--- src/rtl/ps2wm_pkg.sv ---
// Shared types, codes and helpers for the PS/2 wheel-mouse pointer tracker.
// No dependencies; used by the front, the back, the top level and the checker.
`timescale 1ns / 1ps

package ps2wm_pkg;

  localparam int COORD_WIDTH_DEFAULT = 12;
  localparam int CFG_DATA_W  = 13;
  localparam int CFG_INDEX_W = 2;
  localparam int RX_W        = 8;

  // Configuration register indexes.
  localparam logic [CFG_INDEX_W-1:0] CFG_X_RANGE    = 2'd0;
  localparam logic [CFG_INDEX_W-1:0] CFG_Y_RANGE    = 2'd1;
  localparam logic [CFG_INDEX_W-1:0] CFG_TOUCH_MODE = 2'd2;

  localparam logic [CFG_DATA_W-1:0] X_RANGE_RESET = 13'd640;
  localparam logic [CFG_DATA_W-1:0] Y_RANGE_RESET = 13'd480;
  localparam int X_HOME = 320;
  localparam int Y_HOME = 240;

  // Event kinds.
  localparam logic [2:0] EV_MOVE        = 3'd0;
  localparam logic [2:0] EV_WHEEL       = 3'd1;
  localparam logic [2:0] EV_BTN_DOWN    = 3'd2;
  localparam logic [2:0] EV_BTN_UP      = 3'd3;
  localparam logic [2:0] EV_TOUCH_MOVE  = 3'd4;
  localparam logic [2:0] EV_TOUCH_BEGIN = 3'd5;
  localparam logic [2:0] EV_TOUCH_END   = 3'd6;

  // Event slots of one packet, in emission order.
  localparam logic [1:0] SLOT_MOVE  = 2'd0;
  localparam logic [1:0] SLOT_WHEEL = 2'd1;
  localparam logic [1:0] SLOT_DOWN  = 2'd2;
  localparam logic [1:0] SLOT_UP    = 2'd3;

  localparam logic [1:0] BTN_LEFT   = 2'd0;
  localparam logic [1:0] BTN_RIGHT  = 2'd1;
  localparam logic [1:0] BTN_MIDDLE = 2'd2;

  localparam logic [3:0] WHEEL_NEG_ONE_NIB = 4'hf;

  // Decoded packet as handed from the front to the back.
  typedef struct packed {
    logic [3:0]        mask;   // one bit per slot that emits an event
    logic              touch;
    logic [1:0]        dn_id;
    logic [1:0]        up_id;
    logic signed [4:0] wheel;
  } evset_t;

  // Index of the lowest set bit; the top index when none is set below it.
  function automatic logic [1:0] low_idx(input logic [3:0] m);
    logic [1:0] r;
    if (m[0])      r = 2'd0;
    else if (m[1]) r = 2'd1;
    else if (m[2]) r = 2'd2;
    else           r = 2'd3;
    return r;
  endfunction

endpackage

--- src/rtl/ps2wm_fifo.sv ---
// Two-entry queue between the packet decoder and the event sequencer.
// Depends on nothing but its parameters.
`timescale 1ns / 1ps

module ps2wm_fifo #(
  parameter int WIDTH = 8
) (
  input  logic             clk,
  input  logic             rst,
  input  logic             push,
  input  logic [WIDTH-1:0] push_data,
  output logic             full,
  input  logic             pop,
  output logic             head_valid,
  output logic [WIDTH-1:0] head_data
);

  logic [WIDTH-1:0] entry [2];
  logic             wptr;
  logic             rptr;
  logic [1:0]       count;

  assign full       = (count == 2'd2);
  assign head_valid = (count != 2'd0);
  assign head_data  = entry[rptr];

  always_ff @(posedge clk) begin
    if (push) begin
      entry[wptr] <= push_data;
    end
  end

  always_ff @(posedge clk) begin
    if (rst) begin
      wptr  <= 1'b0;
      rptr  <= 1'b0;
      count <= 2'd0;
    end else begin
      if (push) wptr <= ~wptr;
      if (pop)  rptr <= ~rptr;
      case ({push, pop})
        2'b10:   count <= count + 2'd1;
        2'b01:   count <= count - 2'd1;
        default: count <= count;
      endcase
    end
  end

endmodule

--- src/rtl/ps2wm_front.sv ---
// Byte grouping, packet decode, position tracking and configuration registers.
// Depends on ps2wm_pkg; feeds ps2wm_fifo.
`timescale 1ns / 1ps

module ps2wm_front #(
  parameter int COORD_WIDTH = ps2wm_pkg::COORD_WIDTH_DEFAULT
) (
  input  logic                               clk,
  input  logic                               rst,
  input  logic                               cfg_we,
  input  logic [ps2wm_pkg::CFG_INDEX_W-1:0]  cfg_index,
  input  logic [ps2wm_pkg::CFG_DATA_W-1:0]   cfg_data,
  input  logic                               rx_valid,
  output logic                               rx_ready,
  input  logic [ps2wm_pkg::RX_W-1:0]         rx_byte,
  input  logic                               q_full,
  output logic                               q_push,
  output ps2wm_pkg::evset_t                  q_set,
  output logic [COORD_WIDTH-1:0]             q_x,
  output logic [COORD_WIDTH-1:0]             q_y
);

  localparam int CW   = COORD_WIDTH;
  localparam int RW   = ps2wm_pkg::CFG_DATA_W;
  localparam int SW   = ((CW > RW) ? CW : RW) + 2;
  localparam int MASK = (1 << CW) - 1;
  localparam logic [CW-1:0] X_START =
    CW'((ps2wm_pkg::X_HOME > MASK) ? MASK : ps2wm_pkg::X_HOME);
  localparam logic [CW-1:0] Y_START =
    CW'((ps2wm_pkg::Y_HOME > MASK) ? MASK : ps2wm_pkg::Y_HOME);

  logic [RW-1:0]   x_range;
  logic [RW-1:0]   y_range;
  logic            touch_mode;
  logic [7:0]      packet_bytes [3];
  logic [1:0]      byte_index;
  logic [2:0]      old_buttons;
  logic [CW-1:0]   x_position;
  logic [CW-1:0]   y_position;

  logic            take;
  logic            packet_done;
  logic [7:0]      hdr;
  logic [2:0]      btn;
  logic [2:0]      down;
  logic [2:0]      up;
  logic signed [9:0] dx;
  logic signed [9:0] dy;
  logic            moved;
  logic [3:0]      nib;
  logic signed [4:0] wheel;
  logic [CW-1:0]   x_position_next;
  logic [CW-1:0]   y_position_next;
  ps2wm_pkg::evset_t set_next;

  // Add a delta and clamp to 0..range-1, with a zero range acting as one
  // and a range beyond the coordinate width capped to it.
  function automatic logic [CW-1:0] move_axis(input logic [CW-1:0] pos,
                                              input logic signed [9:0] d,
                                              input logic [RW-1:0] range);
    logic [SW-1:0]        r;
    logic [SW-1:0]        cap;
    logic signed [SW-1:0] top;
    logic signed [SW-1:0] p;
    logic [CW-1:0]        res;
    cap = SW'(1) << CW;
    r   = (range == '0) ? SW'(1) : SW'(range);
    if (r > cap) r = cap;
    top = $signed(r - SW'(1));
    p   = $signed(SW'(pos)) + SW'(d);
    if (p < 0)        res = '0;
    else if (p > top) res = CW'(top);
    else              res = CW'(p);
    return res;
  endfunction

  // The fourth byte waits while the queue is full; the others never wait.
  assign rx_ready    = (byte_index != 2'd3) || !q_full;
  assign take        = rx_valid && rx_ready;
  assign packet_done = take && (byte_index == 2'd3);

  always_comb begin
    hdr   = packet_bytes[0];
    btn   = hdr[2:0];
    down  = btn & ~old_buttons;
    up    = old_buttons & ~btn;
    dx    = $signed({hdr[4], hdr[4], packet_bytes[1]});
    dy    = -$signed({hdr[5], hdr[5], packet_bytes[2]});
    moved = (dx != '0) || (dy != '0);
    nib   = rx_byte[3:0];
    wheel = (nib == ps2wm_pkg::WHEEL_NEG_ONE_NIB) ? -5'sd1 : $signed({1'b0, nib});

    x_position_next = (dx != '0) ? move_axis(x_position, dx, x_range) : x_position;
    y_position_next = (dy != '0) ? move_axis(y_position, dy, y_range) : y_position;

    set_next.touch = touch_mode;
    set_next.dn_id = ps2wm_pkg::low_idx({1'b0, down});
    set_next.up_id = ps2wm_pkg::low_idx({1'b0, up});
    set_next.wheel = wheel;
    if (touch_mode) begin
      set_next.mask = {1'b0, up[0], down[0], btn[0] && moved};
    end else begin
      set_next.mask = {up != 3'd0, down != 3'd0, wheel != 5'sd0, moved};
    end
  end

  assign q_push = packet_done && (set_next.mask != 4'd0);
  assign q_set  = set_next;
  assign q_x    = x_position_next;
  assign q_y    = y_position_next;

  always_ff @(posedge clk) begin
    if (take && (byte_index != 2'd3)) begin
      packet_bytes[byte_index] <= rx_byte;
    end
  end

  always_ff @(posedge clk) begin
    if (rst) begin
      x_range     <= ps2wm_pkg::X_RANGE_RESET;
      y_range     <= ps2wm_pkg::Y_RANGE_RESET;
      touch_mode  <= 1'b0;
      byte_index  <= 2'd0;
      old_buttons <= 3'd0;
      x_position  <= X_START;
      y_position  <= Y_START;
    end else begin
      if (cfg_we) begin
        unique case (cfg_index)
          ps2wm_pkg::CFG_X_RANGE:    x_range    <= cfg_data;
          ps2wm_pkg::CFG_Y_RANGE:    y_range    <= cfg_data;
          ps2wm_pkg::CFG_TOUCH_MODE: touch_mode <= cfg_data[0];
          default: ;
        endcase
      end
      if (take) byte_index <= byte_index + 2'd1;
      if (packet_done) begin
        old_buttons <= btn;
        x_position  <= x_position_next;
        y_position  <= y_position_next;
      end
    end
  end

endmodule

--- src/rtl/ps2wm_back.sv ---
// Event sequencer: walks the slots of one decoded packet, one event per transfer.
// Depends on ps2wm_pkg; fed by ps2wm_fifo.
`timescale 1ns / 1ps

module ps2wm_back #(
  parameter int COORD_WIDTH = ps2wm_pkg::COORD_WIDTH_DEFAULT
) (
  input  logic                   clk,
  input  logic                   rst,
  input  logic                   q_valid,
  input  ps2wm_pkg::evset_t      q_set,
  input  logic [COORD_WIDTH-1:0] q_x,
  input  logic [COORD_WIDTH-1:0] q_y,
  output logic                   q_pop,
  output logic                   ev_valid,
  input  logic                   ev_ready,
  output logic [2:0]             event_kind,
  output logic [COORD_WIDTH-1:0] x_pos,
  output logic [COORD_WIDTH-1:0] y_pos,
  output logic [1:0]             button_id,
  output logic signed [4:0]      wheel_delta,
  output logic                   last_of_packet
);

  localparam int CW = COORD_WIDTH;

  logic [3:0]        cur_mask;
  ps2wm_pkg::evset_t cur_set;
  logic [CW-1:0]     cur_x;
  logic [CW-1:0]     cur_y;

  logic [1:0]        slot;
  logic [3:0]        rest;
  logic              out_free;
  logic              emit;
  logic [2:0]        kind_next;
  logic [1:0]        btn_next;
  logic signed [4:0] wheel_next;

  assign slot     = ps2wm_pkg::low_idx(cur_mask);
  assign rest     = cur_mask & ~(4'd1 << slot);
  assign out_free = !ev_valid || ev_ready;
  assign emit     = out_free && (cur_mask != 4'd0);
  // The next packet loads in the cycle its predecessor hands over its last event.
  assign q_pop    = q_valid && ((cur_mask == 4'd0) || (emit && (rest == 4'd0)));

  always_comb begin
    kind_next  = ps2wm_pkg::EV_MOVE;
    btn_next   = ps2wm_pkg::BTN_LEFT;
    wheel_next = 5'sd0;
    if (cur_set.touch) begin
      unique case (slot)
        ps2wm_pkg::SLOT_MOVE:  kind_next = ps2wm_pkg::EV_TOUCH_MOVE;
        ps2wm_pkg::SLOT_WHEEL: kind_next = ps2wm_pkg::EV_TOUCH_BEGIN;
        default:               kind_next = ps2wm_pkg::EV_TOUCH_END;
      endcase
    end else begin
      unique case (slot)
        ps2wm_pkg::SLOT_MOVE: kind_next = ps2wm_pkg::EV_MOVE;
        ps2wm_pkg::SLOT_WHEEL: begin
          kind_next  = ps2wm_pkg::EV_WHEEL;
          wheel_next = cur_set.wheel;
        end
        ps2wm_pkg::SLOT_DOWN: begin
          kind_next = ps2wm_pkg::EV_BTN_DOWN;
          btn_next  = cur_set.dn_id;
        end
        default: begin
          kind_next = ps2wm_pkg::EV_BTN_UP;
          btn_next  = cur_set.up_id;
        end
      endcase
    end
  end

  always_ff @(posedge clk) begin
    if (q_pop) begin
      cur_set <= q_set;
      cur_x   <= q_x;
      cur_y   <= q_y;
    end
    if (emit) begin
      event_kind     <= kind_next;
      x_pos          <= cur_x;
      y_pos          <= cur_y;
      button_id      <= btn_next;
      wheel_delta    <= wheel_next;
      last_of_packet <= (rest == 4'd0);
    end
  end

  always_ff @(posedge clk) begin
    if (rst) begin
      cur_mask <= 4'd0;
      ev_valid <= 1'b0;
    end else begin
      if (q_pop)     cur_mask <= q_set.mask;
      else if (emit) cur_mask <= rest;
      if (emit)          ev_valid <= 1'b1;
      else if (ev_ready) ev_valid <= 1'b0;
    end
  end

endmodule

--- src/rtl/ps2_wheel_mouse_pointer_tracker.sv ---
// PS/2 wheel-mouse pointer tracker, top level.
// Instantiates ps2wm_front, ps2wm_fifo and ps2wm_back; uses ps2wm_pkg.
//
// Input stream (s_*): one received PS/2 byte per transfer, in packet order
// header, dx, dy, wheel. Bytes are grouped four at a time by a wrapping
// counter; the header sync bit is not used to resynchronize.
// Output stream (m_*): events of a packet, in order; tlast marks the last
// event of the packet. A packet gives up to four events, none at all when
// nothing moved or changed.
// Configuration: cfg_we writes cfg_data into register cfg_index
// (0 x range, 1 y range, 2 touch mode); write only while the block is idle.
// Path: the first event of a packet passes the queue entry, the sequencer's
// current-packet register and the output register. Throughput: one byte per
// cycle while the queue has room, and one event per cycle while the receiver
// takes them; the sequencer loads the next packet as it emits the last event.
// A two-packet queue parts the decoder from the sequencer. While the
// receiver stalls, events hold and bytes keep being taken until the queue
// is full; a fourth byte then waits. Reset empties the queue, drops a
// partly received packet, homes the pointer and restores register defaults.
`timescale 1ns / 1ps

module ps2_wheel_mouse_pointer_tracker #(
  parameter int COORD_WIDTH = ps2wm_pkg::COORD_WIDTH_DEFAULT,
  parameter int OUT_W = ((2 * COORD_WIDTH + 10 + 7) / 8) * 8
) (
  input  logic                              clk,
  input  logic                              rst,
  input  logic                              cfg_we,
  input  logic [ps2wm_pkg::CFG_INDEX_W-1:0] cfg_index,
  input  logic [ps2wm_pkg::CFG_DATA_W-1:0]  cfg_data,
  input  logic                              s_tvalid,
  output logic                              s_tready,
  input  logic [7:0]                        s_tdata,  // rx_byte
  output logic                              m_tvalid,
  input  logic                              m_tready,
  // event_kind, x_pos, y_pos, button_id, wheel_delta, zero fill
  output logic [OUT_W-1:0]                  m_tdata,
  output logic                              m_tlast   // last_of_packet
);

  localparam int CW     = COORD_WIDTH;
  localparam int SET_W  = $bits(ps2wm_pkg::evset_t);
  localparam int Q_W    = SET_W + 2 * CW;

  logic              q_push;
  ps2wm_pkg::evset_t f_set;
  logic [CW-1:0]     f_x;
  logic [CW-1:0]     f_y;
  logic              q_full;
  logic              q_pop;
  logic              q_valid;
  logic [Q_W-1:0]    q_head;
  ps2wm_pkg::evset_t b_set;
  logic [CW-1:0]     b_x;
  logic [CW-1:0]     b_y;

  logic [2:0]        event_kind;
  logic [CW-1:0]     x_pos;
  logic [CW-1:0]     y_pos;
  logic [1:0]        button_id;
  logic signed [4:0] wheel_delta;

  ps2wm_front #(.COORD_WIDTH(CW)) u_front (
    .clk        (clk),
    .rst        (rst),
    .cfg_we     (cfg_we),
    .cfg_index  (cfg_index),
    .cfg_data   (cfg_data),
    .rx_valid   (s_tvalid),
    .rx_ready   (s_tready),
    .rx_byte    (s_tdata),
    .q_full     (q_full),
    .q_push     (q_push),
    .q_set      (f_set),
    .q_x        (f_x),
    .q_y        (f_y)
  );

  ps2wm_fifo #(.WIDTH(Q_W)) u_fifo (
    .clk        (clk),
    .rst        (rst),
    .push       (q_push),
    .push_data  ({f_set, f_x, f_y}),
    .full       (q_full),
    .pop        (q_pop),
    .head_valid (q_valid),
    .head_data  (q_head)
  );

  assign b_set = q_head[Q_W-1 -: SET_W];
  assign b_x   = q_head[2*CW-1 -: CW];
  assign b_y   = q_head[CW-1:0];

  ps2wm_back #(.COORD_WIDTH(CW)) u_back (
    .clk            (clk),
    .rst            (rst),
    .q_valid        (q_valid),
    .q_set          (b_set),
    .q_x            (b_x),
    .q_y            (b_y),
    .q_pop          (q_pop),
    .ev_valid       (m_tvalid),
    .ev_ready       (m_tready),
    .event_kind     (event_kind),
    .x_pos          (x_pos),
    .y_pos          (y_pos),
    .button_id      (button_id),
    .wheel_delta    (wheel_delta),
    .last_of_packet (m_tlast)
  );

  assign m_tdata = OUT_W'({wheel_delta, button_id, y_pos, x_pos, event_kind});

endmodule

--- config.mk ---
export PLATFORM = sky130hd
export DESIGN_NAME = ps2_wheel_mouse_pointer_tracker
export DESIGN_NICKNAME = d
export VERILOG_FILES = /design/src/rtl/ps2wm_pkg.sv /design/src/rtl/ps2wm_fifo.sv /design/src/rtl/ps2wm_front.sv /design/src/rtl/ps2wm_back.sv /design/src/rtl/ps2_wheel_mouse_pointer_tracker.sv
export SDC_FILE = /design/constraint.sdc
export NUM_CORES = 1
export LEC_CHECK = 0
export ABC_AREA = 0
export BUFFER_PORTS_ARGS = -buffer_cell sky130_fd_sc_hd__buf_2
export CORE_UTILIZATION = 30
export CTS_CLUSTER_DIAMETER = 150
export CTS_CLUSTER_SIZE = 14
export DETAILED_ROUTE_END_ITERATION = 16
export GPL_TIMING_DRIVEN = 0
export PLACE_DENSITY = 0.41
export SLEW_MARGIN = 25
export SYNTH_ARGS = -nofsm -noshare
export SYNTH_HDL_FRONTEND = slang
export SYNTH_SLANG_ARGS = --single-unit
--- constraint.sdc ---
create_clock -name clk -period 14.8 [get_ports clk]
set_input_delay 2.22 -clock clk [delete_from_list [all_inputs] [get_ports clk]]
set_output_delay 2.22 -clock clk [all_outputs]
set_load 0.01 [all_outputs]
After elaboration in Yosys (flattened, before gate mapping)
Memory sizes are Yosys's and may differ from the RTL's. A register that Yosys moved wholly into a read port is not among the register bits. Index checks and enable logic that the tools add are counted.

Bits in registers: 134. Memories: 2. Bits of input ports: 28. Bits in writable memories: 100. Output and inout port bits: 43.

Bitwise operators: 9. Shift-type cells: 1. Reduce and logical (&&, ||, !) cells: 36. Order comparisons: 6. Eq/ne operators: 10. Muxes and demuxes: 36. Add/sub/neg operators: 8.

Memories: u_fifo.entry (depth 2, width 38, rd ports 1, clocked after memory_dff 1, write ports 1, line ps2wm_fifo.sv:18) `logic [WIDTH-1:0] entry [2];`; u_front.packet_bytes (depth 3, width 8, rd ports 3, clocked after memory_dff 0, write ports 1, line ps2wm_front.sv:35) `logic [7:0] packet_bytes [3];`.

Operator list (count): $mux W12 (6); $gt A14 B15 Y1 (2); $gt A15 B13 Y1 const B (2); $mux W15 (2); $sub A15 B1 Y15 const B (2); $lt A14 B1 Y1 const B (2); $logic_not A13 Y1 (2); $mux W13 (2); $reduce_bool A10 Y1 (2); $add A13 B10 Y14 (1); $add A13 B9 Y14 (1); $mux W2 (6); $mux W4 (3); $pmux W2 S2 (3); $mux W1 (11); $eq A2 B2 Y1 const B (5); $neg A9 Y10 (1); $logic_and A1 B1 Y1 (8); $logic_not A4 Y1 (2); $reduce_bool A2 Y1 (4); $reduce_bool A4 Y1 (2); $and A3 B3 Y3 (2); $eq A2 B1 Y1 const B (3); $not A3 Y3 (2); 18 further kinds (30).

Logic depth before layout (Yosys ltp)
Gate-level depths: netlist of the first run.

Word-level depth: 12. Gate-level depth with buffers: 24. Depth with buffers taken out: 23.

Modules after synthesis
Synthesis of the first run repeated with hierarchy kept, for this count alone.

Cells, all modules: 1016. Area, all modules: 11502.3 um^2.

Modules (own cells, without submodules): ps2wm_front (cells each 752, instances 1, seq. area each 1751.7 um^2, area an instance 6050.8 um^2); ps2wm_fifo (cells each 140, instances 1, seq. area each 2382.3 um^2, area an instance 2942.8 um^2); ps2wm_back (cells each 117, instances 1, seq. area each 2172.1 um^2, area an instance 2459.9 um^2); ps2_wheel_mouse_pointer_tracker (cells each 7, instances 1, seq. area each 0.0 um^2, area an instance 48.8 um^2).

Worst setup path before layout of the first run
OpenSTA, ideal clock, no wires.

Path kind: input-to-reg. Start point: in m_tready. End point: reg u_fifo.count[1]. Stages on the path: 9. Arrival: 5870 ps. Setup time: 70 ps. Slack: 8860 ps. Cells stage by stage: nor2b_1 > clkbuf_1 > maj3_1 > nor2_1 > o21bai_1 > a21oi_1 > ha_1 > or3_1 > a21oi_1.

Word-level cells in the longest chain between the ends: 7. Elaborated cells between the ends (all ways): 9.

Ends and longest elaborated chain: from (decl) (line ps2_wheel_mouse_pointer_tracker.sv:35) `input logic m_tready,`; $logic_or A1 B1 Y1 (*) (line ps2wm_back.sv:42) `assign out_free = !ev_valid || ev_ready;`; $logic_and A1 B1 Y1 (*) (line ps2wm_back.sv:43) `assign emit = out_free && (cur_mask != 4'd0);`; $logic_and A1 B1 Y1 (*) (line ps2wm_back.sv:45) `assign q_pop = q_valid && ((cur_mask == 4'd0) || (emit && (rest == 4'd0)));`; $logic_or A1 B1 Y1 (*) (line ps2wm_back.sv:45); $logic_and A1 B1 Y1 (*) (line ps2wm_back.sv:45); named net q_pop (line ps2_wheel_mouse_pointer_tracker.sv:50) `logic q_pop;`; $eq A2 B1 Y1 / $eq A2 B2 Y1 (equally long branches) (line ps2wm_fifo.sv:41) `case ({push, pop})`; $pmux W2 S2 / $reduce_bool A2 Y1 (equally long branches); to (signal assigned) (line ps2wm_fifo.sv:42) `2'b10: count <= count + 2'd1;`; to (signal assigned) (line ps2wm_fifo.sv:43) `2'b01: count <= count - 2'd1;`; to (signal assigned) (line ps2wm_fifo.sv:44) `default: count <= count;`; to (decl) (line ps2wm_fifo.sv:21) `logic [1:0] count;`.

The timed path passes the listed nets; every way through them passes the cells marked *. A chain may end at the register's enable or synchronous reset.

==> parameters.txt, run 1 <==
Parameter                              Value

Clock network
  Count of hold buffers inserted by post-cts repair    0
  Clock Root Buffer    clkbuf_16
  Setup Buffers After CTS    0
  Clock edge transition at the registers on the reported setup and hold paths    0.06 ns
  CTS max path bufs    3
  Num CTS Buffers    20
  Clk Latency, worst-skew pair    0.50 ns
  Clock tree from TritonCTS    yes
  CTS H-tree depth    1
  PostCTS Resize Cnt    0
  TritonCTS sink count    232

Timing
  Final period utilization    39.2%
  Final worst-path setup slack    9.00 ns
  Worst-case headroom to the max-slew limit    35.3%
  Final Hold Fails    0
  Actual slew at the worst max-slew pin    roughly 0.96 ns
  Max-slew violation count    0
  Final critical-path required period    5.80 ns
  Layout Skew    between 0.01 and 0.015 ns
  Unrepaired setup endpoints after global routing    false
  Setup TNS    0 ns
  Count of endpoints failing setup in the final report    0
  Max Clock Freq    172 MHz

Power
  Sw power    just under 0.0005 W
  Proportion of total power due to net switching    between 20% and 30%
  VDD IR-drop max    76.8 uV
  Power per cell area    128 mW/mm^2
  Clock share of power    between 20% and 30%
  Leakage Power    4.80 nW
  Share of power burned in combinational logic    21.7%
  Int Pwr    about 0.0012 W
  Register share of total power    between 40% and 50%

Synthesis
  Mean cell area of the mapped netlist    11.2 sq um
  Number of enable flip-flop cells after synthesis    166
  Ys Warns    0
  Post-synth ARST share    0%
  Post-synthesis instance total    1033
  Total of flip-flops plus latches after synthesis    232
  Netlist area before placement    0.0116 sq mm
  Sequential element share of the synthesized area    54.3%
  Most used flip-flop cell after synthesis    edfxtp_1
  Synth area leader    edfxtp_1
  Share of Yosys cell area claimed by the top area cell type    around 43%
  Cell types with the largest area share after synthesis    edfxtp_1 (43%), dfxtp_1 (11%), ha_1 (6.7%), mux2_2 (4.0%), nand2_1 (3.4%)
  Count of cell types in the netlist    73

Worst setup path
  Critical setup path kind    reg2reg
  Top fanout value on the critical path    10
  Max stage delay cell, worst path    clkbuf_1
  Cell Chain, Critical Path    inv_1, ha_1, nand2b_1, nor4_1, xnor2_1, ha_1, nor4_1, o21ai_0, a41oi_1, o21ai_0, nor4b_1, a211o_1, clkbuf_1, ha_1, nand4_1, a211oi_1, a211oi_1, a221oi_2, buf_6, mux2_2, a22o_1
  Critical path buffer and inverter count    3
  Slack of the worst reg-to-reg path    9.00 ns
  Required arrival time at the worst endpoint    between 15 and 20 ns
  CP most frequent cell    ha_1
  Type of element capturing the critical path    flop
  Kind of cell with the highest combined delay on the critical path    compound AO/OA/AOI/OAI gates
  Worst endpoint data arrival time    6.03 ns
  Worst Setup Start Kind    flop
  Highest cell delay on the worst timing path    0.50 ns

Final layout
  Final standard cell count with taps included and fillers excluded    1657
  Fillers    3819
  Multi-input gate area in the final layout    between 0.005 and 0.006 sq mm
  Syn-to-layout area delta    15.5%
  Number of diodes added for antenna fixing    0
  # nets final    1224
  Most common library cell in the layout ignoring fill and taps    edfxtp_1
  Proportion of layout cells with a drive suffix above 1    14.7%
  Most frequent cells in the layout    edfxtp_1 (166), nand2_1 (104), nor2_1 (80)
  Sequential cell area in the final layout    0.00631 sq mm

Route
  Wire length per cell after detailed routing    16.9 um
  Count of nets left with antenna violations after detail routing    0
  DRC viols    0
  Drt pass-1 iters    5
  Number of DRC markers in iteration 0    roughly 330
  Total vias in the final route    7914
  Post-detailed-routing wire length    roughly 28 mm
  Number of vias per cell    4.78

Placement
  Routability congestion estimate from global placement    a little over 0.8
  Number of buffers added on ports    63
  Inst Count DP    about 1600
  Post-place setup slack    about 9.0 ns
  Post-DP HPWL    ~21 mm

Global routing
  Number of global-route vias before repair    around 7800
  Global-route wire length before repair    ~44 mm
  Aggregate global routing overflow    0
  Total track usage    14.6%
  Pin count of the biggest net entering global routing    24
  Initial antenna violation count    4

Status
  Outcome    finished, final reports clean

Floorplan
  Initial Util    30.7%
  Die boundary width    199 um
  Core region area    approximately 0.038 sq mm
  Die outline area    roughly 0.039 sq mm
  Num ports    71
  Cell Rows    71
  Overall die height    199 um

Min path
  Path class of the lowest-slack min-delay path    reg2reg

Flow run
  Number of max-cap violations    0
## registers in the layout (all words and copies together) (netlist names), 2 cells and up, named ones only
| name | cells |
|---|---|
| u_back.x_pos | 12 |
| u_front.old_buttons | 3 |
| u_front.byte_index | 2 |
| u_fifo.count | 2 |
| u_back.button_id | 2 |
| u_back.cur_set | 10 |
| u_back.wheel_delta | 5 |
| u_fifo.entry | 76 |
| u_front.x_range | 13 |
| u_front.packet_bytes | 21 |
| u_back.y_pos | 12 |
| u_back.cur_mask | 4 |
| u_front.y_position | 12 |
| u_front.y_range | 13 |
| u_back.cur_y | 12 |
| u_back.event_kind | 3 |
| u_front.x_position | 12 |
| u_back.cur_x | 12 |
## routing by layer
| layer | vias to the layer above | part of all wire (%) | GRT usage, % |
|---|---|---|---|
| li1 | 4022 | - | - |
| met1 | 3742 | 49 | 20.2 |
| met2 | 110 | 46 | 23.9 |
| met3 | 34 | 3.3 | 2.10 |
| met4 | 6 | 1.5 | 3.28 |
| met5 | - | 0.14 | 0 |
## cells in the mapped netlist (6+ instances only)
library cell and n:
xnor2_1 35, mux2_2 41, nor2b_1 16, nor3_1 20, o31ai_1 9, a221o_1 6
a211oi_1 7, or3_1 16, buf_4 6, a22o_1 10, inv_1 35, mux2i_1 10
nand3_1 15, nand3b_1 10, o211ai_1 8, edfxtp_1 166, a311oi_1 7, nand2_1 104
nand2b_1 12, nor4_1 13, xor2_1 7, and2_1 12, o21ai_0 28, o21a_1 15
a21oi_1 73, a31oi_1 11, dfxtp_1 66, clkbuf_1 34, or2_2 6, nor2_1 83
o21bai_1 6, ha_1 62, nand4_1 8, a21o_1 14
## cell families after synthesis
group	synth area share (%)
AOI/OAI and AO/OA	13.2
buffers and inverters	2.98
adders and majority gates	7.20
other	0.0647
and+or+nand+nor	14.1
muxes	4.97
xor gates and xnor gates	3.17
DFF	54.3
## power groups by stage
stage          clock [W]  combinational [W]  sequential [W]
6_report        0.000494           0.000374        0.000852
5_1_grt         0.000541           0.000419        0.000862
4_1_cts         0.000519           0.000384        0.000854
3_5_place_dp           0           0.000382        0.000868
3_3_place_gp           0           0.000346        0.000876
2_1_floorplan          0           0.000214        0.000882
## final cells by class
type | instances | share of cell area [%]
clock inverters | 1 | 0.0653
repair buffers | 71 | 3.82
multi-input cells | 725 | 37.4
clock buffers | 35 | 4.31
inverters | 37 | 1.04
well taps | 511 | 4.77
flip-flops and latches | 232 | 47.0
plain buffers | 45 | 1.55
## worst paths after layout
path	start	end	cells after the start
setup reg to reg	u_front.packet_bytes[2][0]	u_fifo.entry[1][10]	21
hold reg to reg	u_back.cur_x[10]	u_back.x_pos[10]	0
hold / removal	u_back.cur_x[10]	u_back.x_pos[10]	0
setup / recovery	u_front.packet_bytes[2][0]	u_fifo.entry[1][10]	21
## per-stage QoR
step                      hold WS [ns]  util, %  instance area (sq um)  total power, W
after global routing             0.425     35.4                  13400         0.00182
after floorplan                  0.400        -                  11600         0.00110
after CTS                        0.421     35.4                  13400         0.00176
final                            0.419     35.4                  13400         0.00172
after detailed placement         0.405     33.9                  12800         0.00125
after global placement           0.401     33.3                  12600         0.00122
No activity file was read; power rests on OpenSTA's default activity.
==> run 2, diff against run 1 <==
Settings changed: PLACE_DENSITY 0.41 to 0.43.
Clock period 14.8 ns to 5 ns, I/O delays scaled along.
==> run 2 against run 1 <==
Compared with the run above:
- non-clock buffer count up 15
- critical endpoint unchanged
- final cell count up 0.97%
- sequential share of layout area down 1.1 points
- combinational power rose to 3.1 times the previous value
- via count up 1.6%
- total power rose to 3.0 times the previous value
- sequential power rose to 3.0 times the previous value
==> parameters.txt, run 2 (same netlist as run 1, synthesis figures left out) <==
Parameter                              Value

Status
  Outcome    finished, final reports clean

Placement
  Routability congestion estimate from global placement    0.800 (-2.0%)
  Number of buffers added on ports    63 (unchanged)
  Post-DP HPWL    20.8 mm (-2.3%)
  Inst Count DP    1619 (-0.12%)

Floorplan
  Initial Util    30.7% (unchanged)
  Die outline area    0.0395 sq mm (unchanged)
  Num ports    71 (unchanged)
  Die boundary width    199 um (unchanged)
  Core region area    0.0378 sq mm (unchanged)
  Overall die height    199 um (unchanged)
  Cell Rows    71 (unchanged)

Power
  Int Pwr    0.00368 W (+200%)
  Power per cell area    374 mW/mm^2 (+190%)
  Design Power    0.00514 W (+200%)
  Sw power    0.00146 W (+200%)
  Share of power burned in combinational logic    22.4% (+0.7 points)
  VDD IR-drop max    155 uV (+100%)
  Clock share of power    28.6% (about the same)
  Leakage Power    4.92 nW (+2.6%)
  Proportion of total power due to net switching    28.4% (+0.23 points)
  Register share of total power    49.0% (-0.5 points)

Timing
  Final critical-path required period    4.91 ns (-0.890 ns)
  Actual slew at the worst max-slew pin    0.869 ns (-0.0934 ns)
  Final Hold Fails    0 (unchanged)
  Setup TNS    0 ns (unchanged)
  Final period utilization    98.2% (+59 points)
  Count of endpoints failing setup in the final report    0 (unchanged)
  Max Clock Freq    204 MHz (+18%)
  Worst-case headroom to the max-slew limit    42.1% (+6.8 points)
  Unrepaired setup endpoints after global routing    true
  Max-slew violation count    0 (unchanged)
  Layout Skew    0.0130 ns (-0.000989 ns)

Clock network
  Clock Root Buffer    clkbuf_16
  Num CTS Buffers    20 (unchanged)
  CTS max path bufs    3 (unchanged)
  Clock edge transition at the registers on the reported setup and hold paths    0.07 ns (about the same)
  CTS H-tree depth    1 (unchanged)
  Clk Latency, worst-skew pair    0.50 ns (about the same)
  TritonCTS sink count    232 (unchanged)
  Clock tree from TritonCTS    yes

Route
  Total vias in the final route    8041 (+1.6%)
  Post-detailed-routing wire length    27.7 mm (-0.88%)
  DRC viols    0 (unchanged)
  Count of nets left with antenna violations after detail routing    0 (unchanged)
  Number of vias per cell    4.81 (+0.63%)
  Number of DRC markers in iteration 0    303 (-9.0%)
  Wire length per cell after detailed routing    16.6 um (-1.8%)
  Drt pass-1 iters    4 (-1)

Final layout
  # nets final    1239 (+1.2%)
  Registers with the highest flip-flop counts    u_fifo.entry: 76 flops, u_front.packet_bytes: 21 flops
  Most frequent cells in the layout    edfxtp_1 (166), nand2_1 (104), nor2_1 (78)
  Fillers    3819 (unchanged)
  Final standard cell count with taps included and fillers excluded    1673 (+0.97%)
  Max FFs per register    76 (unchanged)
  Most common library cell in the layout ignoring fill and taps    edfxtp_1
  Syn-to-layout area delta    18.4%
  Utilization after layout    36.3% (+0.89 points)
  Register with the highest flop count    u_fifo.entry
  Proportion of layout cells with a drive suffix above 1    19.7% (+5.0 points)

Worst setup path
  Required arrival time at the worst endpoint    5.24 ns (-9.79 ns)
  Worst Setup Start Kind    flop
  Highest cell delay on the worst timing path    0.49 ns (about the same)
  Critical setup path kind    reg2reg
  Top fanout value on the critical path    10 (unchanged)
  Cell Chain, Critical Path    nor3_1, nand4_1, nor2_1, o21ai_1, ha_1, clkinvlp_4, or3_1, a31oi_1, ha_1, o21a_1, nor2_1, a211o_1, a211oi_2, a211oi_2, a221oi_4, buf_6, mux2_4, a22o_4
  Critical path buffer and inverter count    2 (-1)
  Type of element capturing the critical path    flop
  Max stage delay cell, worst path    dfxtp_1
  Worst endpoint data arrival time    5.15 ns (-0.88 ns)
  Kind of cell with the highest combined delay on the critical path    compound AO/OA/AOI/OAI gates

Global routing
  Total track usage    14.1% (-0.47 points)
  Pin count of the biggest net entering global routing    24 (unchanged)
  Initial antenna violation count    5 (+1)
  Aggregate global routing overflow    0 (unchanged)
  Number of global-route vias before repair    7853 (+0.26%)
  Global-route wire length before repair    43.5 mm (-2.2%)

Min path
  Path class of the lowest-slack min-delay path    reg2reg

Flow run
  Number of max-cap violations    0 (unchanged)
[run 2: metrics by stage]
step / cell area, sq um / setup WS (ns) / hold slack [ns]
floorplan: 11600 / 0.252 / 0.400
CTS: 13500 / 0.00447 / 0.417
global placement: 12600 / -0.987 / 0.405
global route: 13700 / -0.176 / 0.425
detailed placement: 12700 / -0.834 / 0.405
finish: 13700 / 0.0892 / 0.419
[run 2: repair_timing]
action,4_1_cts,5_1_grt
endpoints found under the setup margin,69,54
cloned,0,1
setup buffers,9,10
hold buffers,0,0
gates resized for setup,17,45
pin swaps,3,27
[run 2: power groups by stage]
stage,registers [W],clock network (W),logic [W]
floorplan,0.00261,0,0.000633
global placement,0.00259,0,0.00102
detailed placement,0.00256,0,0.00110
CTS,0.00252,0.00153,0.00113
global route,0.00254,0.00159,0.00129
finish,0.00252,0.00147,0.00115
[run 2: worst paths after layout]
path                            cells after the start  slack (ns)             endpoint                from
worst min register to register                      0        0.42      u_back.x_pos[3]     u_back.cur_x[3]
worst min-delay path                                0        0.42      u_back.x_pos[3]     u_back.cur_x[3]
worst max register to register                     18        0.09  u_fifo.entry[1][10]  u_front.y_range[7]
worst max-delay path                               18        0.09  u_fifo.entry[1][10]  u_front.y_range[7]
[run 2: routing by layer]
metal  GRT usage (%)  share of wire [%]  routed length, um  vias to the layer above
li1                -                  -                  -                     4047
met1            19.8                 50              13700                     3831
met2            23.1                 45              12500                      127
met5               0               0.12                 34                        -
met4            2.62                1.4                385                        6
met3            2.10                3.7               1040                       30
[run 2: cell type report]
| type | instances | area, sq um | area share (%) |
|---|---|---|---|
| repair buffers | 89 | 578 | 4.20 |
| clock inverters | 1 | 8.76 | 0.0637 |
| well taps | 511 | 639 | 4.65 |
| clock buffers | 35 | 578 | 4.20 |
| flip-flops and latches | 232 | 6310 | 45.9 |
| inverters | 37 | 143 | 1.04 |
| diodes | 1 | 2.50 | 0.0182 |
| multi-input cells | 725 | 5300 | 38.5 |
| plain buffers | 42 | 196 | 1.43 |
==> run 3, diff against run 2 <==
Settings changed: ABC_AREA 0 to 1.
==> run 3 against run 2 <==
Compared with the run above:
- wire length down 0.54%
- setup slack improved by 0.25 ns
- via count increased by 3.2%
- clock skew rose by 0.020 ns
- non-clock buffer count is 14 lower
- synthesized cell count increased by 18%
- sequential power up 8.3%
- sequential cell count did not move
- worst hold slack got worse by 0.0018 ns
- first-iteration DRC count is 39% higher
- largest power group unchanged
==> parameters.txt, run 3 <==
Parameter                              Value

Final layout
  Most frequent cells in the layout    nand2_1 (205), edfxtp_1 (166), inv_1 (159)
  Register with the highest flop count    u_fifo.entry
  Registers with the highest flip-flop counts    u_fifo.entry: 76 flops, u_front.packet_bytes: 21 flops
  Max FFs per register    76 (unchanged)
  # nets final    1415 (+14%)
  Sequential cell area in the final layout    0.00631 sq mm (about the same)
  Fillers    3934 (+3.0%)
  Proportion of layout cells with a drive suffix above 1    17.3% (-2.4 points)
  Most common library cell in the layout ignoring fill and taps    nand2_1
  Number of diodes added for antenna fixing    0 (-1)
  Syn-to-layout area delta    15.9%
  Multi-input gate area in the final layout    0.00492 sq mm (-7.1%)

Route
  Drt pass-1 iters    4 (unchanged)
  Detailed-route wire length on metal 1    14.0 mm (+2.1%)
  Max Used Layer    met5
  Wire length per cell after detailed routing    14.9 um (-10%)
  DRC viols    0 (unchanged)
  Count of nets left with antenna violations after detail routing    0 (unchanged)
  Length of routed met2 wiring    12.1 mm (-3.0%)
  Number of DRC markers in iteration 0    421 (+39%)
  Total vias in the final route    8295 (+3.2%)
  Post-detailed-routing wire length    27.6 mm (-0.54%)
  Detailed route wirelength on metal3    832 um (-20%)
  Number of vias per cell    4.47 (-6.9%)

Global routing
  Number of global-route vias before repair    7918 (+0.83%)
  Aggregate global routing overflow    0 (unchanged)
  Initial antenna violation count    4 (-1)
  Pin count of the biggest net entering global routing    29 (+21%)
  Total track usage    13.5% (-0.63 points)
  Global-route wire length before repair    43.4 mm (-0.24%)

Clock network
  Clock Root Buffer    clkbuf_16
  Num CTS Buffers    20 (unchanged)
  Clk Latency, worst-skew pair    0.52 ns (+0.02 ns)
  TritonCTS sink count    232 (unchanged)
  Clock tree from TritonCTS    yes
  Clock edge transition at the registers on the reported setup and hold paths    0.07 ns (about the same)
  CTS H-tree depth    1 (unchanged)
  Count of hold buffers inserted by post-cts repair    0 (unchanged)
  CTS max path bufs    3 (unchanged)

Placement
  Post-DP HPWL    21.1 mm (+1.7%)
  Number of buffers added on ports    64 (+1.6%)
  Routability congestion estimate from global placement    0.803 (+0.39%)

Floorplan
  Num ports    71 (unchanged)
  Die boundary width    201 um (+1.1%)
  Die outline area    0.0403 sq mm (+2.1%)
  Cell Rows    72 (+1.4%)
  Overall die height    201 um (+1.1%)
  Core region area    0.0388 sq mm (+2.6%)
  Initial Util    30.5% (-0.14 points)

Worst setup path
  Top fanout value on the critical path    5 (-5)
  Worst Setup Start Kind    flop
  Kind of cell with the highest combined delay on the critical path    simple AND/OR/NAND/NOR gates
  Required arrival time at the worst endpoint    5.26 ns (+0.02 ns)
  Slack of the worst reg-to-reg path    0.34 ns (+0.25 ns)
  Critical path buffer and inverter count    6 (+4)
  Critical setup path kind    reg2reg
  Reg-to-reg startpoint    u_front.packet_bytes[2][1]
  Type of element capturing the critical path    flop
  Worst endpoint data arrival time    4.92 ns (-0.23 ns)
  Highest cell delay on the worst timing path    0.41 ns (-0.08 ns)
  Reg2reg path depth    32 (+14)
  CP most frequent cell    nand2_1
  Max stage delay cell, worst path    edfxtp_1
  R2r endpoint    u_fifo.entry[1][2]

Synthesis
  List of most frequent post-synthesis cells    nand2_1 (212), edfxtp_1 (166), inv_1 (160)
  Sequential element share of the synthesized area    53.2% (-1.1 points)
  Post-synth ARST share    0% (unchanged)
  Total of flip-flops plus latches after synthesis    232 (unchanged)
  Mean cell area of the mapped netlist    9.73 sq um (-13%)
  Share of Yosys cell area claimed by the top area cell type    42.0% (-0.90 points)
  Ys Warns    0 (unchanged)
  Cell types with the largest area share after synthesis    edfxtp_1 (42%), dfxtp_1 (11%), nand2_1 (6.7%), ha_1 (6.5%), inv_1 (5.1%)
  Number of enable flip-flop cells after synthesis    166 (unchanged)
  Netlist area before placement    0.0119 sq mm (+2.1%)
  Most instantiated library cell after synthesis    nand2_1
  Post-synthesis instance total    1219 (+18%)
  Most used flip-flop cell after synthesis    edfxtp_1
  Synth area leader    edfxtp_1
  Count of cell types in the netlist    46 (-37%)

Timing
  Count of endpoints failing setup in the final report    0 (unchanged)
  Final Hold Fails    0 (unchanged)
  Unrepaired setup endpoints after global routing    true
  Worst hold-check slack    0.417 ns (-0.00178 ns)
  Worst-case headroom to the max-slew limit    40.6% (-1.5 points)
  Final critical-path required period    4.66 ns (-0.249 ns)
  Actual slew at the worst max-slew pin    0.891 ns (+0.0223 ns)
  Final period utilization    93.2% (-5.0 points)
  Setup TNS    0 ns (unchanged)
  Max Clock Freq    214 MHz (+5.3%)
  Layout Skew    0.0334 ns (+0.0204 ns)
  Max-slew violation count    0 (unchanged)

Status
  Outcome    finished, final reports clean

Min path
  Hold Path Depth    0 (unchanged)
  Path class of the lowest-slack min-delay path    reg2reg
  Worst hold endpoint    u_back.x_pos[10]
  Hold path startpoint    u_back.cur_x[10]

Power
  Power per cell area    416 mW/mm^2 (+11%)
  VDD IR-drop max    207 uV (+33%)
  Leakage Power    5.72 nW (+16%)

Flow run
  Number of max-cap violations    0 (unchanged)
==> run 3: cell types whose count changed after synthesis, moves of 16 or more <==
cell and change:
xor2_1 +22, o21ai_0 +18, nand4_1 +28, nand2_2 +17
xnor2_1 -25, or3_1 -16, nor2b_1 -16, nand3_1 +48
inv_1 +125, nand3_2 +17, nand2_1 +108
==> run 3: layer usage <==
metal / vias to the layer above / global-route usage, %
li1: 4338 / -
met1: 3809 / 19.1
met2: 103 / 21.7
met3: 39 / 1.96
met4: 6 / 2.97
met5: - / 0
==> run 3: worst max-delay path by stage <==
stage,from,endpoint,cells after the start
finish,u_front.packet_bytes[2][1],u_fifo.entry[1][2],32
global route,u_front.packet_bytes[2][1],u_front.y_position[4],31
CTS,u_front.packet_bytes[2][0],u_fifo.entry[1][2],28
detailed placement,u_front.packet_bytes[2][0],u_fifo.entry[1][2],28
global placement,u_front.packet_bytes[2][0],u_fifo.entry[1][21],15
floorplan,u_front.packet_bytes[2][0],u_fifo.entry[0][9],28
==> run 3: stage by stage <==
| stage | area [sq um] | power (W) | setup slack [ns] | util, % | std cells |
|---|---|---|---|---|---|
| 2_1_floorplan | 11900 | 0.00373 | 0.674 | - | 1225 |
| 3_3_place_gp | 12900 | 0.00423 | -0.678 | 33.1 | 1807 |
| 3_5_place_dp | 13000 | 0.00430 | -0.0949 | 33.4 | 1811 |
| 4_1_cts | 13500 | 0.00578 | 0.0613 | 34.9 | 1847 |
| 5_1_grt | 13700 | 0.00606 | -0.0354 | 35.4 | 1854 |
| 6_report | 13700 | 0.00571 | 0.338 | 35.4 | 1854 |
==> run 3: kinds of logic (layout without fill, tap and decap cells) <==
family / count (synthesis) / count (layout) / share of synthesized area (%)
buffers and inverters: 204 / 315 / 6.87
adder cells (fa/ha/maj): 64 / 64 / 6.88
XOR/XNOR: 39 / 39 / 2.88
flip-flops: 232 / 232 / 53.2
AND/OR/NAND/NOR: 463 / 463 / 18.0
AO/OA/AOI/OAI: 177 / 177 / 8.56
other: 2 / 8 / 0.0633
multiplexers: 38 / 38 / 3.60
==> run 3: report_power, final <==
part           internal [W]  leakage, nW  switching [W]
Combinational      0.000553         3.37       0.000983
Clock              0.000755        0.273       0.000693
Sequential          0.00261         2.07       0.000121
Total               0.00391         5.72        0.00180
==> run 3: what timing repair did <==
action / 4_1_cts / 5_1_grt
cloned: 0 / 1
buffers inserted: 1 / 6
pin swaps: 0 / 13
setup endpoints to repair: 23 / 36
gates resized for setup: 1 / 40
==> run 3: final cells by class <==
type	instances	area share [%]
flip-flops and latches	232	45.9
multi-input cells	789	35.8
well taps	518	4.72
inverters	163	4.46
clock buffers	33	4.00
repair buffers	76	3.40
plain buffers	41	1.57
clock inverters	2	0.182
